<file path="config.mk">
export PLATFORM = sky130hd
export DESIGN_NAME = jsu_result_queue
export DESIGN_NICKNAME = d
export VERILOG_FILES = /design/src/jsu_pkg.sv /design/src/jsu_result_queue.sv
export SDC_FILE = /design/constraint.sdc
export NUM_CORES = 1
export LEC_CHECK = 0
export ABC_CLOCK_PERIOD_IN_PS = 1850
export CAP_MARGIN = 10
export CORE_MARGIN = 2
export CORE_UTILIZATION = 30
export CTS_CLUSTER_DIAMETER = 50
export CTS_CLUSTER_SIZE = 8
export DETAILED_ROUTE_END_ITERATION = 7
export DONT_BUFFER_PORTS = 1
export SLEW_MARGIN = 15
export SYNTH_ARGS = -nofsm -noshare
export SYNTH_HDL_FRONTEND = slang
export SYNTH_SLANG_ARGS = --single-unit
</file>
<file path="constraint.sdc">
create_clock -name clk -period 1.85 [get_ports clk]
set_input_delay 0.0925 -clock clk [delete_from_list [all_inputs] [get_ports clk]]
set_output_delay 0.0925 -clock clk [all_outputs]
set_load 0.02 [all_outputs]
</file>
<file path="src/jsu_pkg.sv">
`timescale 1ns / 1ps
// shared types, constants and helpers for the json string unescape block
// no dependencies
package jsu_pkg;

  localparam int COUNT_WIDTH = 16;
  localparam int MAX_WIDTH   = 16;
  localparam int CMP_WIDTH   = (COUNT_WIDTH > MAX_WIDTH) ? COUNT_WIDTH : MAX_WIDTH;

  localparam logic [MAX_WIDTH-1:0] MAX_BYTES_RESET = MAX_WIDTH'(16000);
  localparam logic [MAX_WIDTH-1:0] LIMIT_MARGIN    = MAX_WIDTH'(4);

  // byte codes
  localparam logic [7:0] CH_NUL       = 8'h00;
  localparam logic [7:0] CH_QUOTE     = 8'h22;
  localparam logic [7:0] CH_APOS      = 8'h27;
  localparam logic [7:0] CH_DASH      = 8'h2D;
  localparam logic [7:0] CH_QUESTION  = 8'h3F;
  localparam logic [7:0] CH_BACKSLASH = 8'h5C;
  localparam logic [7:0] CH_LOWER_N   = 8'h6E;
  localparam logic [7:0] CH_LOWER_T   = 8'h74;
  localparam logic [7:0] CH_LOWER_U   = 8'h75;
  localparam logic [7:0] CH_LOWER_R   = 8'h72;
  localparam logic [7:0] CH_CR        = 8'h0D;
  localparam logic [7:0] CH_LF        = 8'h0A;
  localparam logic [7:0] CH_SPACE     = 8'h20;
  localparam logic [7:0] CH_NINE      = 8'h39;
  localparam logic [7:0] CASE_BIT     = 8'h20;

  // utf-8 lead and continuation classes
  localparam logic [7:0] UTF_LEAD2    = 8'hC0;
  localparam logic [7:0] UTF_LEAD3    = 8'hE0;
  localparam logic [7:0] UTF_LEAD4    = 8'hF0;
  localparam logic [7:0] UTF_CONT_TAG = 8'h80;
  localparam logic [7:0] UTF_TAG_MASK = 8'hC0;
  localparam logic [7:0] UTF_PAY_MASK = 8'h3F;

  localparam logic [31:0] HEX_DIGIT_BIAS = 32'h30;
  localparam logic [31:0] HEX_ALPHA_BIAS = 32'h57;

  // wide code points folded to ascii
  localparam logic [31:0] CP_LSQUOTE = 32'h2018;
  localparam logic [31:0] CP_RSQUOTE = 32'h2019;
  localparam logic [31:0] CP_LDQUOTE = 32'h201C;
  localparam logic [31:0] CP_RDQUOTE = 32'h201D;
  localparam logic [31:0] CP_ENDASH  = 32'h2013;
  localparam logic [31:0] CP_EMDASH  = 32'h2014;

  typedef enum logic [4:0] {
    MODE_NORMAL = 5'b00001,
    MODE_ESCAPE = 5'b00010,
    MODE_HEX    = 5'b00100,
    MODE_UTF8   = 5'b01000,
    MODE_DONE   = 5'b10000
  } mode_t;

  typedef struct packed {
    logic [7:0] out_byte;
    logic       byte_valid;
    logic       string_done;
    logic       run_last;
  } result_t;

  // up to two results produced by one input byte
  typedef struct packed {
    logic [1:0] count;
    result_t    first;
    result_t    second;
  } push_t;

  function automatic logic [7:0] map_code(input logic [31:0] c);
    logic [7:0] m;
    if (c[31:8] == 24'd0) begin
      m = c[7:0];
    end else if (c == CP_LSQUOTE || c == CP_RSQUOTE) begin
      m = CH_APOS;
    end else if (c == CP_LDQUOTE || c == CP_RDQUOTE) begin
      m = CH_QUOTE;
    end else if (c == CP_ENDASH || c == CP_EMDASH) begin
      m = CH_DASH;
    end else begin
      m = CH_QUESTION;
    end
    return m;
  endfunction

  function automatic logic [COUNT_WIDTH-1:0] count_inc(input logic [COUNT_WIDTH-1:0] c);
    logic [COUNT_WIDTH-1:0] r;
    if (c == {COUNT_WIDTH{1'b1}}) begin
      r = c;
    end else begin
      r = c + 1'b1;
    end
    return r;
  endfunction

endpackage

</file>
<file path="src/jsu_result_queue.sv">
`timescale 1ns / 1ps
// four-entry result queue taking up to two results a cycle, one out a cycle
// depends on jsu_pkg
module jsu_result_queue
  import jsu_pkg::*;
(
  input  logic    clk,
  input  logic    rst,
  input  push_t   push,
  output logic    room,
  output logic    out_valid,
  input  logic    out_ready,
  output result_t out_data
);

  localparam int DEPTH = 4;

  result_t    entries [DEPTH];
  logic [1:0] wr_ptr;
  logic [1:0] rd_ptr;
  logic [2:0] count;
  logic       pop;

  assign out_valid = (count != 3'd0);
  assign out_data  = entries[rd_ptr];
  assign pop       = out_valid & out_ready;
  // two free slots guaranteed whatever the sink does this cycle
  assign room      = (count <= 3'd2);

  always_ff @(posedge clk) begin
    if (push.count != 2'd0) begin
      entries[wr_ptr] <= push.first;
    end
    if (push.count == 2'd2) begin
      entries[wr_ptr + 2'd1] <= push.second;
    end
  end

  always_ff @(posedge clk) begin
    if (rst) begin
      wr_ptr <= '0;
      rd_ptr <= '0;
      count  <= '0;
    end else begin
      wr_ptr <= wr_ptr + push.count;
      rd_ptr <= rd_ptr + {1'b0, pop};
      count  <= count + {1'b0, push.count} - {2'b00, pop};
    end
  end

endmodule

</file>
==> summary.md <==
| Metric | Value |
|---|---|
| DR pass1 iterations | `4` |
| Wire per inst | `18.9 um` |
| N_diodes | `0` |
| Slew Limit Fails | `0` |
| Register area share after synthesis | `0.565` |
| Slew @ Worst Pin | `1070 ps` |
| Final hold vios | `0` |
| Die W | `96.8 um` |
| Slew Limit Headroom | `0.285` |
| Synthesis Warnings | `0` |
| Final period util | `0.930` |
| Synth area leaders | `edfxtp_1 51%, mux2_2 20%, mux4_2 9.6%` |
| RSZ-0062 raised after global routing | `no` |
| Max Cap Viol | `0` |
| Root buffer selected by CTS | `clkbuf_8` |
| DR vias | `1476` |
| Synth top area share | `0.511` |
| Max Buffers Root-to-Sink | `2` |
| Nets | `219` |
| Initial DRC Count | `27` |
| GR Util All Layers | `0.121` |
| CTS tree | `done` |
| Worst Setup End Kind | `flip-flop` |
| Post-synth EDFFs | `44` |
| Worst min-delay path class | `in2reg` |
| Most frequent cell after synthesis | `mux2_2` |
| Largest net degree at the start of global routing | `18` |
| Row Count | `33` |
| GP Congestion | `0.696` |
| Highest clock rate | `0.581 GHz` |
| Drt drc | `0` |
| Distinct cells, synth | `26` |
| Status | `complete, no violations` |
| Ys async rst share | `0` |
| Core footprint | `8300 sq um` |
| Largest area contributor in the netlist | `edfxtp_1` |
| I/O pin cnt | `40` |
| Initial core utilization | `0.311` |
| Power Dens Cells | `970 nW/um^2` |
| Syn Area/Cell | `16.9 sq um` |
| DR vias/cell | `5.02` |
| Most used DFF post-synth | `edfxtp_1` |
| Critical path type | `reg2reg` |
| First-pass GRT wire length | `8.78 mm` |
| Inst Count DP | `260` |
| Routed wire length | `5.56 mm` |
| Vias in the first global route | `1642` |
| Post-DRT Antenna Nets | `0` |
| Final setup fails | `0` |
| Final TNS setup | `0 ps` |
| Area growth, synth to finish | `20.6%` |
| Critical path launch point type | `flip-flop` |
| WP data required | `1850 ps` |
| Critical Path Fanout Max | `12` |
| Clk sinks | `51` |
| Initial antenna violation count | `0` |
| Leakage power | `1.07 nW` |
| Worst EP arrival | `1720 ps` |
| Post-detail-place hpwl | `3.68 mm` |
| CTS Buf Count | `5` |
| Worst IR Drop VDD | `299 uV` |
| Post-place instance area | `2750 sq um` |
| Chip Height | `96.8 um` |
| Synth cell count leaders | `45 x mux2_2, 44 x edfxtp_1, 11 x mux4_2` |
| Min Clock Period, post-route | `1720 ps` |
| Htree depth | `2` |
| Layout cell share with drive strength beyond 1 | `0.434` |
| Synthesized cell area | `2580 sq um` |
| Skew final | `6.80 ps` |
| Post-Layout Cell Count | `294` |
| PortBufs | `0` |
| Die area | `9380 sq um` |
| Clk_lat worst skew | `300 ps` |
| Reg clk slew, reported paths | `100 ps` |
| Syn nets | `184` |
| Yosys reg bits | `51` |
| Gate Count Post-Synth | `153` |
| Grt ovf | `0` |
| Fin area | `3120 sq um` |
[worst max-delay path, stage by stage (launching register included)]
cell	delay [ps]
dfxtp_1	330
buf_4	160
and4bb_2	570
a21o_1	140
buf_4	220
[sequential cells by signal, summed over array words and instances (netlist names)]
name / count
wr_ptr: 2
count: 3
entries: 44
rd_ptr: 2
[worst paths after layout]
kind / start / cells past startpoint / slack (ps) / to
setup / recovery: wr_ptr[1]$_SDFF_PP0_ / 4 / 130 / entries[2][6]$_DFFE_PP_
setup reg to reg: wr_ptr[1]$_SDFF_PP0_ / 4 / 130 / entries[2][6]$_DFFE_PP_
hold reg to reg: rd_ptr[1]$_SDFF_PP0_ / 3 / 750 / rd_ptr[1]$_SDFF_PP0_
hold / removal: push[18] / 1 / 6 / entries[1][7]$_DFFE_PP_
[cells by family (layout without fill, tap and decap cells)]
family / count (synthesis) / in the layout / share of synthesized area
fa+ha+maj: 4 / 4 / 0.0223
mux: 59 / 59 / 0.304
simple gates: 18 / 18 / 0.0450
buf+inv: 13 / 49 / 0.0276
flops: 51 / 51 / 0.565
compound gates: 6 / 6 / 0.0179
xor+xnor: 2 / 2 / 0.0179
[area by class of cell]
type,count,area (sq um)
Clock inverter,3,22.5
Timing Repair Buffer,38,350
Fill cell,762,5180
Clock buffer,5,68.8
Inverter,3,11.3
Sequential cell,51,1460
Multi-Input combinational cell,89,1070
Tap cell,105,131
[report_power, final]
group | internal (W) | leakage (nW) | switching [W]
logic | 0.000429 | 0.550 | 0.000459
clock network | 0.000272 | 0.0485 | 0.000378
registers | 0.00141 | 0.471 | 0.0000706
[routing by layer]
layer / vias to the layer above / global-route usage / routed length [um]
met5: - / 0 / 0
met4: 0 / 0.0477 / 85
met3: 8 / 0.0397 / 304
met2: 37 / 0.218 / 2950
met1: 760 / 0.132 / 2220
li1: 671 / - / -
[metrics by stage]
stage / hold WS (ps) / power, W / utilization / worst slack [ps]
after detailed placement: 169 / 0.00235 / 0.332 / 78.3
after floorplan: 293 / 0.00217 / - / 67.5
after global placement: 161 / 0.00231 / 0.332 / 185
final: 5.80 / 0.00302 / 0.376 / 129
after CTS: 0.210 / 0.00303 / 0.369 / 22.9
after global routing: 1.40 / 0.00317 / 0.376 / 5.22
[placed cells by master, fill, tap and decap left out, types with 2 or more instances in the layout]
master and count:
and4bb_2 2, buf_4 12, clkbuf_8 5, dfxtp_1 7, dlygate4sd3_1 26, edfxtp_1 44, ha_1 3, inv_1 3
mux2_2 45, mux2i_1 2, mux4_2 11, nor2_1 8, nor2b_1 5
[repair_timing]
| action | 4_1_cts | 5_1_grt |
|---|---|---|
| setup endpoints to repair | 0 | 2 |
| resized for setup | 0 | 2 |
| buffers inserted | 0 | 0 |
| endpoints found under the hold margin | 28 | 4 |
| hold buffers | 22 | 4 |
No activity file was read; power rests on OpenSTA's default activity.
