$ cat src/jsu_pkg.sv
`timescale 1ns / 1ps
// shared types, constants and helpers for the json string unescape block
// no dependencies
package jsu_pkg;

  localparam int COUNT_WIDTH = 16;
  localparam int MAX_WIDTH   = 16;
  localparam int CMP_WIDTH   = (COUNT_WIDTH > MAX_WIDTH) ? COUNT_WIDTH : MAX_WIDTH;

  localparam logic [MAX_WIDTH-1:0] MAX_BYTES_RESET = MAX_WIDTH'(16000);
  localparam logic [MAX_WIDTH-1:0] LIMIT_MARGIN    = MAX_WIDTH'(4);

  // byte codes
  localparam logic [7:0] CH_NUL       = 8'h00;
  localparam logic [7:0] CH_QUOTE     = 8'h22;
  localparam logic [7:0] CH_APOS      = 8'h27;
  localparam logic [7:0] CH_DASH      = 8'h2D;
  localparam logic [7:0] CH_QUESTION  = 8'h3F;
  localparam logic [7:0] CH_BACKSLASH = 8'h5C;
  localparam logic [7:0] CH_LOWER_N   = 8'h6E;
  localparam logic [7:0] CH_LOWER_T   = 8'h74;
  localparam logic [7:0] CH_LOWER_U   = 8'h75;
  localparam logic [7:0] CH_LOWER_R   = 8'h72;
  localparam logic [7:0] CH_CR        = 8'h0D;
  localparam logic [7:0] CH_LF        = 8'h0A;
  localparam logic [7:0] CH_SPACE     = 8'h20;
  localparam logic [7:0] CH_NINE      = 8'h39;
  localparam logic [7:0] CASE_BIT     = 8'h20;

  // utf-8 lead and continuation classes
  localparam logic [7:0] UTF_LEAD2    = 8'hC0;
  localparam logic [7:0] UTF_LEAD3    = 8'hE0;
  localparam logic [7:0] UTF_LEAD4    = 8'hF0;
  localparam logic [7:0] UTF_CONT_TAG = 8'h80;
  localparam logic [7:0] UTF_TAG_MASK = 8'hC0;
  localparam logic [7:0] UTF_PAY_MASK = 8'h3F;

  localparam logic [31:0] HEX_DIGIT_BIAS = 32'h30;
  localparam logic [31:0] HEX_ALPHA_BIAS = 32'h57;

  // wide code points folded to ascii
  localparam logic [31:0] CP_LSQUOTE = 32'h2018;
  localparam logic [31:0] CP_RSQUOTE = 32'h2019;
  localparam logic [31:0] CP_LDQUOTE = 32'h201C;
  localparam logic [31:0] CP_RDQUOTE = 32'h201D;
  localparam logic [31:0] CP_ENDASH  = 32'h2013;
  localparam logic [31:0] CP_EMDASH  = 32'h2014;

  typedef enum logic [4:0] {
    MODE_NORMAL = 5'b00001,
    MODE_ESCAPE = 5'b00010,
    MODE_HEX    = 5'b00100,
    MODE_UTF8   = 5'b01000,
    MODE_DONE   = 5'b10000
  } mode_t;

  typedef struct packed {
    logic [7:0] out_byte;
    logic       byte_valid;
    logic       string_done;
    logic       run_last;
  } result_t;

  // up to two results produced by one input byte
  typedef struct packed {
    logic [1:0] count;
    result_t    first;
    result_t    second;
  } push_t;

  function automatic logic [7:0] map_code(input logic [31:0] c);
    logic [7:0] m;
    if (c[31:8] == 24'd0) begin
      m = c[7:0];
    end else if (c == CP_LSQUOTE || c == CP_RSQUOTE) begin
      m = CH_APOS;
    end else if (c == CP_LDQUOTE || c == CP_RDQUOTE) begin
      m = CH_QUOTE;
    end else if (c == CP_ENDASH || c == CP_EMDASH) begin
      m = CH_DASH;
    end else begin
      m = CH_QUESTION;
    end
    return m;
  endfunction

  function automatic logic [COUNT_WIDTH-1:0] count_inc(input logic [COUNT_WIDTH-1:0] c);
    logic [COUNT_WIDTH-1:0] r;
    if (c == {COUNT_WIDTH{1'b1}}) begin
      r = c;
    end else begin
      r = c + 1'b1;
    end
    return r;
  endfunction

endpackage

$ cat src/jsu_decode.sv
`timescale 1ns / 1ps
// decoder state and single-pass step logic for one registered input byte
// depends on jsu_pkg
module jsu_decode
  import jsu_pkg::*;
(
  input  logic                 clk,
  input  logic                 rst,
  input  logic                 step,
  input  logic [7:0]           in_byte,
  input  logic                 string_start,
  input  logic [MAX_WIDTH-1:0] max_bytes,
  output push_t                push
);

  mode_t                  decode_mode;
  logic [31:0]            code_value;
  logic [2:0]             digits_left;
  logic [COUNT_WIDTH-1:0] written_count;

  mode_t                  decode_mode_next;
  logic [31:0]            code_value_next;
  logic [2:0]             digits_left_next;
  logic [COUNT_WIDTH-1:0] written_count_next;

  logic [MAX_WIDTH-1:0]   lim;
  logic [31:0]            hex_digit;
  logic [1:0]             nres;
  result_t                r0;
  result_t                r1;
  result_t                fr;
  logic                   do_fresh;

  assign lim = (max_bytes >= LIMIT_MARGIN) ? (max_bytes - LIMIT_MARGIN) : '0;

  function automatic logic hit(input logic [COUNT_WIDTH-1:0] c,
                               input logic [MAX_WIDTH-1:0] l);
    return CMP_WIDTH'(c) >= CMP_WIDTH'(l);
  endfunction

  // digit value wraps like unsigned arithmetic for non-hex bytes
  assign hex_digit = (in_byte <= CH_NINE) ? ({24'd0, in_byte} - HEX_DIGIT_BIAS)
                                          : ({24'd0, in_byte | CASE_BIT} - HEX_ALPHA_BIAS);

  always_comb begin
    decode_mode_next   = string_start ? MODE_NORMAL : decode_mode;
    code_value_next    = string_start ? '0 : code_value;
    digits_left_next   = string_start ? '0 : digits_left;
    written_count_next = string_start ? '0 : written_count;
    nres     = 2'd0;
    r0       = '0;
    r1       = '0;
    fr       = '0;
    do_fresh = 1'b0;

    unique case (decode_mode_next)
      MODE_DONE: begin
      end
      MODE_ESCAPE: begin
        if (in_byte == CH_NUL) begin
          r0.string_done   = 1'b1;
          nres             = 2'd1;
          decode_mode_next = MODE_DONE;
        end else if (in_byte == CH_LOWER_N) begin
          r0.out_byte        = CH_CR;
          r0.byte_valid      = 1'b1;
          r1.out_byte        = CH_LF;
          r1.byte_valid      = 1'b1;
          nres               = 2'd2;
          written_count_next = count_inc(count_inc(written_count_next));
          decode_mode_next   = MODE_NORMAL;
          if (hit(written_count_next, lim)) begin
            r1.string_done   = 1'b1;
            decode_mode_next = MODE_DONE;
          end
        end else if (in_byte == CH_LOWER_U) begin
          code_value_next  = '0;
          digits_left_next = 3'd4;
          decode_mode_next = MODE_HEX;
        end else if (in_byte == CH_LOWER_R) begin
          decode_mode_next = MODE_NORMAL;
        end else begin
          r0.out_byte        = (in_byte == CH_LOWER_T) ? CH_SPACE : in_byte;
          r0.byte_valid      = 1'b1;
          nres               = 2'd1;
          written_count_next = count_inc(written_count_next);
          decode_mode_next   = MODE_NORMAL;
          if (hit(written_count_next, lim)) begin
            r0.string_done   = 1'b1;
            decode_mode_next = MODE_DONE;
          end
        end
      end
      MODE_HEX: begin
        if (in_byte == CH_NUL) begin
          r0.out_byte        = map_code(code_value_next);
          r0.byte_valid      = 1'b1;
          r0.string_done     = 1'b1;
          nres               = 2'd1;
          written_count_next = count_inc(written_count_next);
          decode_mode_next   = MODE_DONE;
        end else begin
          code_value_next = {code_value_next[27:0], 4'd0} + hex_digit;
          if (digits_left_next != 3'd0) begin
            digits_left_next = digits_left_next - 3'd1;
          end
          if (digits_left_next == 3'd0) begin
            r0.out_byte        = map_code(code_value_next);
            r0.byte_valid      = 1'b1;
            nres               = 2'd1;
            written_count_next = count_inc(written_count_next);
            decode_mode_next   = MODE_NORMAL;
            if (hit(written_count_next, lim)) begin
              r0.string_done   = 1'b1;
              decode_mode_next = MODE_DONE;
            end
          end
        end
      end
      MODE_UTF8: begin
        if ((in_byte & UTF_TAG_MASK) == UTF_CONT_TAG) begin
          code_value_next = {code_value_next[25:0], in_byte[5:0]};
          if (digits_left_next != 3'd0) begin
            digits_left_next = digits_left_next - 3'd1;
          end
          if (digits_left_next == 3'd0) begin
            r0.out_byte        = map_code(code_value_next);
            r0.byte_valid      = 1'b1;
            nres               = 2'd1;
            written_count_next = count_inc(written_count_next);
            decode_mode_next   = MODE_NORMAL;
            if (hit(written_count_next, lim)) begin
              r0.string_done   = 1'b1;
              decode_mode_next = MODE_DONE;
            end
          end
        end else begin
          // short sequence: flush the partial code, then take the byte afresh
          digits_left_next   = '0;
          r0.out_byte        = map_code(code_value_next);
          r0.byte_valid      = 1'b1;
          nres               = 2'd1;
          written_count_next = count_inc(written_count_next);
          decode_mode_next   = MODE_NORMAL;
          if (hit(written_count_next, lim)) begin
            r0.string_done   = 1'b1;
            decode_mode_next = MODE_DONE;
          end else begin
            do_fresh = 1'b1;
          end
        end
      end
      default: begin
        decode_mode_next = MODE_NORMAL;
        do_fresh         = 1'b1;
      end
    endcase

    if (do_fresh) begin
      if (hit(written_count_next, lim) || in_byte == CH_NUL || in_byte == CH_QUOTE) begin
        decode_mode_next = MODE_DONE;
        r0.string_done   = 1'b1;
        if (nres == 2'd0) begin
          nres = 2'd1;
        end
      end else if (in_byte == CH_BACKSLASH) begin
        decode_mode_next = MODE_ESCAPE;
      end else if (in_byte >= UTF_LEAD2) begin
        if (in_byte >= UTF_LEAD4) begin
          digits_left_next = 3'd3;
          code_value_next  = {29'd0, in_byte[2:0]};
        end else if (in_byte >= UTF_LEAD3) begin
          digits_left_next = 3'd2;
          code_value_next  = {28'd0, in_byte[3:0]};
        end else begin
          digits_left_next = 3'd1;
          code_value_next  = {27'd0, in_byte[4:0]};
        end
        decode_mode_next = MODE_UTF8;
      end else begin
        fr.out_byte        = in_byte;
        fr.byte_valid      = 1'b1;
        written_count_next = count_inc(written_count_next);
        decode_mode_next   = MODE_NORMAL;
        if (hit(written_count_next, lim)) begin
          fr.string_done   = 1'b1;
          decode_mode_next = MODE_DONE;
        end
        if (nres == 2'd0) begin
          r0 = fr;
        end else begin
          r1 = fr;
        end
        nres = nres + 2'd1;
      end
    end

    if (nres == 2'd2) begin
      r1.run_last = 1'b1;
    end else if (nres == 2'd1) begin
      r0.run_last = 1'b1;
    end
  end

  assign push.count  = step ? nres : 2'd0;
  assign push.first  = r0;
  assign push.second = r1;

  always_ff @(posedge clk) begin
    if (rst) begin
      decode_mode   <= MODE_NORMAL;
      code_value    <= '0;
      digits_left   <= '0;
      written_count <= '0;
    end else if (step) begin
      decode_mode   <= decode_mode_next;
      code_value    <= code_value_next;
      digits_left   <= digits_left_next;
      written_count <= written_count_next;
    end
  end

endmodule

$ cat config.mk
export PLATFORM = sky130hd
export DESIGN_NAME = jsu_decode
export DESIGN_NICKNAME = d
export VERILOG_FILES = /design/src/jsu_pkg.sv /design/src/jsu_decode.sv
export SDC_FILE = /design/constraint.sdc
export NUM_CORES = 1
export LEC_CHECK = 0
export ABC_AREA = 1
export BUFFER_PORTS_ARGS = -buffer_cell sky130_fd_sc_hd__buf_2
export CELL_PAD_IN_SITES_DETAIL_PLACEMENT = 0
export CELL_PAD_IN_SITES_GLOBAL_PLACEMENT = 1
export CORE_AREA = 2 2 133 186
export CTS_BUF_LIST = sky130_fd_sc_hd__clkbuf_4 sky130_fd_sc_hd__clkbuf_8
export CTS_CLUSTER_DIAMETER = 150
export CTS_CLUSTER_SIZE = 8
export DETAILED_ROUTE_END_ITERATION = 10
export DIE_AREA = 0 0 135 188
export PLACE_DENSITY = 0.85
export SKIP_CTS_REPAIR_TIMING = 1
export SLEW_MARGIN = 40
export SYNTH_ARGS = -nofsm -noshare
export SYNTH_HDL_FRONTEND = slang
export SYNTH_SLANG_ARGS = --single-unit
$ cat constraint.sdc
create_clock -name clk -period 16.9 [get_ports clk]
set_input_delay 1.69 -clock clk [delete_from_list [all_inputs] [get_ports clk]]
set_output_delay 1.69 -clock clk [all_outputs]
set_load 0.01 [all_outputs]
==> results_dict.tcl <==
set metrics [dict create \
    synth_area_sq_mm 0.01143 \
    grt_antenna_before_repair 0 \
    ys_top_cells_by_count "nand2_1, inv_1, nor2_1" \
    synth_top_area_cell "nand2_1" \
    p_leak_nw 5.843 \
    criticalPathCategory "input port to output pin" \
    ff2ff_setup_slack_ns 9.30 \
    drc 0 \
    slew_viol_final 0 \
    numCtsBuffers 5 \
    crit_required_ns 15.21 \
    synthArstFlopShare_pct 0 \
    crit_slowest_cell "inv_4" \
    drt_first_iter_violations 1178 \
    dp_hpwl_um 37560 \
    clk_pin_slew_ns 0.10 \
    postPlaceCellArea_sq_mm 0.01193 \
    tightest_slew_ns 0.9455 \
    firstDrtPassIters 6 \
    synth_ff_type "dfxtp_1" \
    fin_crit_ns 11.07 \
    synth_cells 2004 \
    tritoncts "built" \
    via_count 14030 \
    drive_above_1_share_pct 9.086 \
    antenna_cells 0 \
    place.port_buffers 51 \
    hp-class "flip-flop to flip-flop" \
    drtAntennaViolNets 0 \
    max_freq_ghz 0.09031 \
    ir_drop_mv 0.02904 \
    clockBufferDepth 2 \
    syn_to_final_growth_pct 5.198 \
    ys_ff_latch 56 \
    yosysWarnings 0 \
    dieHeight_um 188 \
    nets 2159 \
    cts-root-buf "clkbuf_8" \
    grt.total_usage_pct 36.53 \
    fin_setup_tns_ns 0 \
    synth_top_area_share_pct 17.96 \
    gp_congestion 0.9624 \
    grt_max_degree 51 \
    fill_cells 2639 \
    synth_area_leaders "nand2_1, ha_1, dfxtp_1, inv_1, nor2_1" \
    overflow 0 \
    h-tree-depth 2 \
    syn-num-nets 2139 \
    synthDistinctLibCells 65 \
    start_util_pct 48.02 \
    die_w_um 135 \
    worstSkewPairLatency_ns 0.37 \
    first_global_vias 13620 \
    yosysMostFrequentCell "nand2_1" \
    die_area_sq_mm 0.02538 \
    cp-end-kind "output pin" \
    fin_crit_sh_pct 65.52 \
    maxCapViolCount 0 \
    status "finished clean" \
    avgRoutedWirePerCell_um 19.93 \
    io_pins 52 \
    cts_num_sinks 56 \
    viasPerCell 6.009 \
    grt_setup_unrepaired "false" \
    path_max_fanout 46 \
    synth-edff-count 0 \
    wl_um 46540 \
    max_stage_delay_ns 0.52 \
    hold_viol_final 0 \
    final_cell_area_sq_mm 0.01203 \
    cp.arrival_ns 9.38 \
    finalClockSkew_ns 0.02546 \
    powerDensity_mw_per_mm2 31.93 \
    rows 67 \
    synth-seq-area-share_pct 9.805 \
    core_area_sq_mm 0.02381 \
    finalSetupViolCount 0 \
    start_kind "input port" \
    finalPower_uw 384.0 \
    avgSynthCellArea_sq_um 5.705 \
    grt_pass1_wl_um 72590 \
    cpMostUsedCell "nand2_1" \
    maxSlewHeadroom_pct 36.39 \
]
==> routing by layer <==
layer,global-route usage (%),up-vias,share of wire (%)
li1,-,6792,-
met1,39.07,6438,36
met2,65.62,596,50
met3,3.244,205,5.2
met4,27.36,0,8.9
met5,0,-,0
==> where the power goes <==
part	leakage [nW]	total, mW	switching [mW]	internal [mW]
clock	0.0448	0.0898	0.0583	0.0315
combinational	5.34	0.154	0.109	0.0454
sequential	0.454	0.140	0.00458	0.136
total	5.84	0.384	0.172	0.212
==> metrics by stage <==
| stage | hold slack [ns] | setup WS (ns) | std cells | util [%] |
|---|---|---|---|---|
| floorplan | 0.4441 | 7.835 | 2004 | - |
| global placement | 0.4519 | 6.049 | 2326 | 50.06 |
| detailed placement | 0.4555 | 5.921 | 2327 | 50.11 |
| CTS | 0.4742 | 5.892 | 2335 | 50.49 |
| global route | 0.4867 | 4.954 | 2335 | 50.52 |
| finish | 0.4710 | 5.827 | 2335 | 50.52 |
==> critical path, delay by kind of cell <==
kind	cells	cell delay [ns]
XOR/XNOR	1	0.27
AO/OA/AOI/OAI	9	1.51
buffers and inverters	8	1.60
adder cells (fa/ha/maj)	4	1.04
AND/OR/NAND/NOR	24	3.22
==> cell families after synthesis <==
logic type               Yosys count  share of synthesized area [%]
flip-flops                        56                          9.805
AND/OR/NAND/NOR                 1057                          41.55
buffers and inverters            313                          10.76
adder cells (fa/ha/maj)          107                          11.77
XOR/XNOR                          51                          3.907
AO/OA/AOI/OAI                    420                          22.20
==> worst paths after layout <==
path,from,endpoint,depth (start not counted)
worst max register to register,written_count[0]$_SDFFE_PP0P_,code_value[8]$_SDFFE_PP0P_,37
worst max-delay path,string_start,push[12],46
worst min register to register,code_value[28]$_SDFFE_PP0P_,code_value[28]$_SDFFE_PP0P_,2
worst min-delay path,code_value[28]$_SDFFE_PP0P_,code_value[28]$_SDFFE_PP0P_,2
==> cell usage in the layout, fill, tap and decap left out, drive strengths merged, types with 7 or more instances in the layout <==
cell type / count
nand2: 576
inv: 257
nor2: 236
a21oi: 156
nand3: 150
o21ai: 114
ha: 106
buf: 63
dfxtp: 56
xor2: 43
nand4: 37
nor3: 33
o211ai: 23
o221ai: 21
o22ai: 18
a22oi: 16
a221oi: 15
a211oi: 10
a31oi: 9
xnor2: 8
or2: 8
nand3b: 8
clkinv: 7
==> sequential cells by signal (all words and copies together), names as in the netlist <==
register / cells
code_value: 32
decode_mode: 5
written_count: 16
digits_left: 3
==> final cells by class <==
| class | instances | area (sq um) | share of cell area (%) |
|---|---|---|---|
| Clock inverter | 2 | 16.27 | 0.1352 |
| Tap cell | 310 | 387.9 | 3.225 |
| Sequential cell | 56 | 1121 | 9.321 |
| Clock buffer | 6 | 76.32 | 0.6346 |
| Multi-Input combinational cell | 1635 | 9091 | 75.59 |
| Inverter | 263 | 989.7 | 8.228 |
| Timing Repair Buffer | 63 | 345.3 | 2.871 |
(Power assumes the default switching activity.)
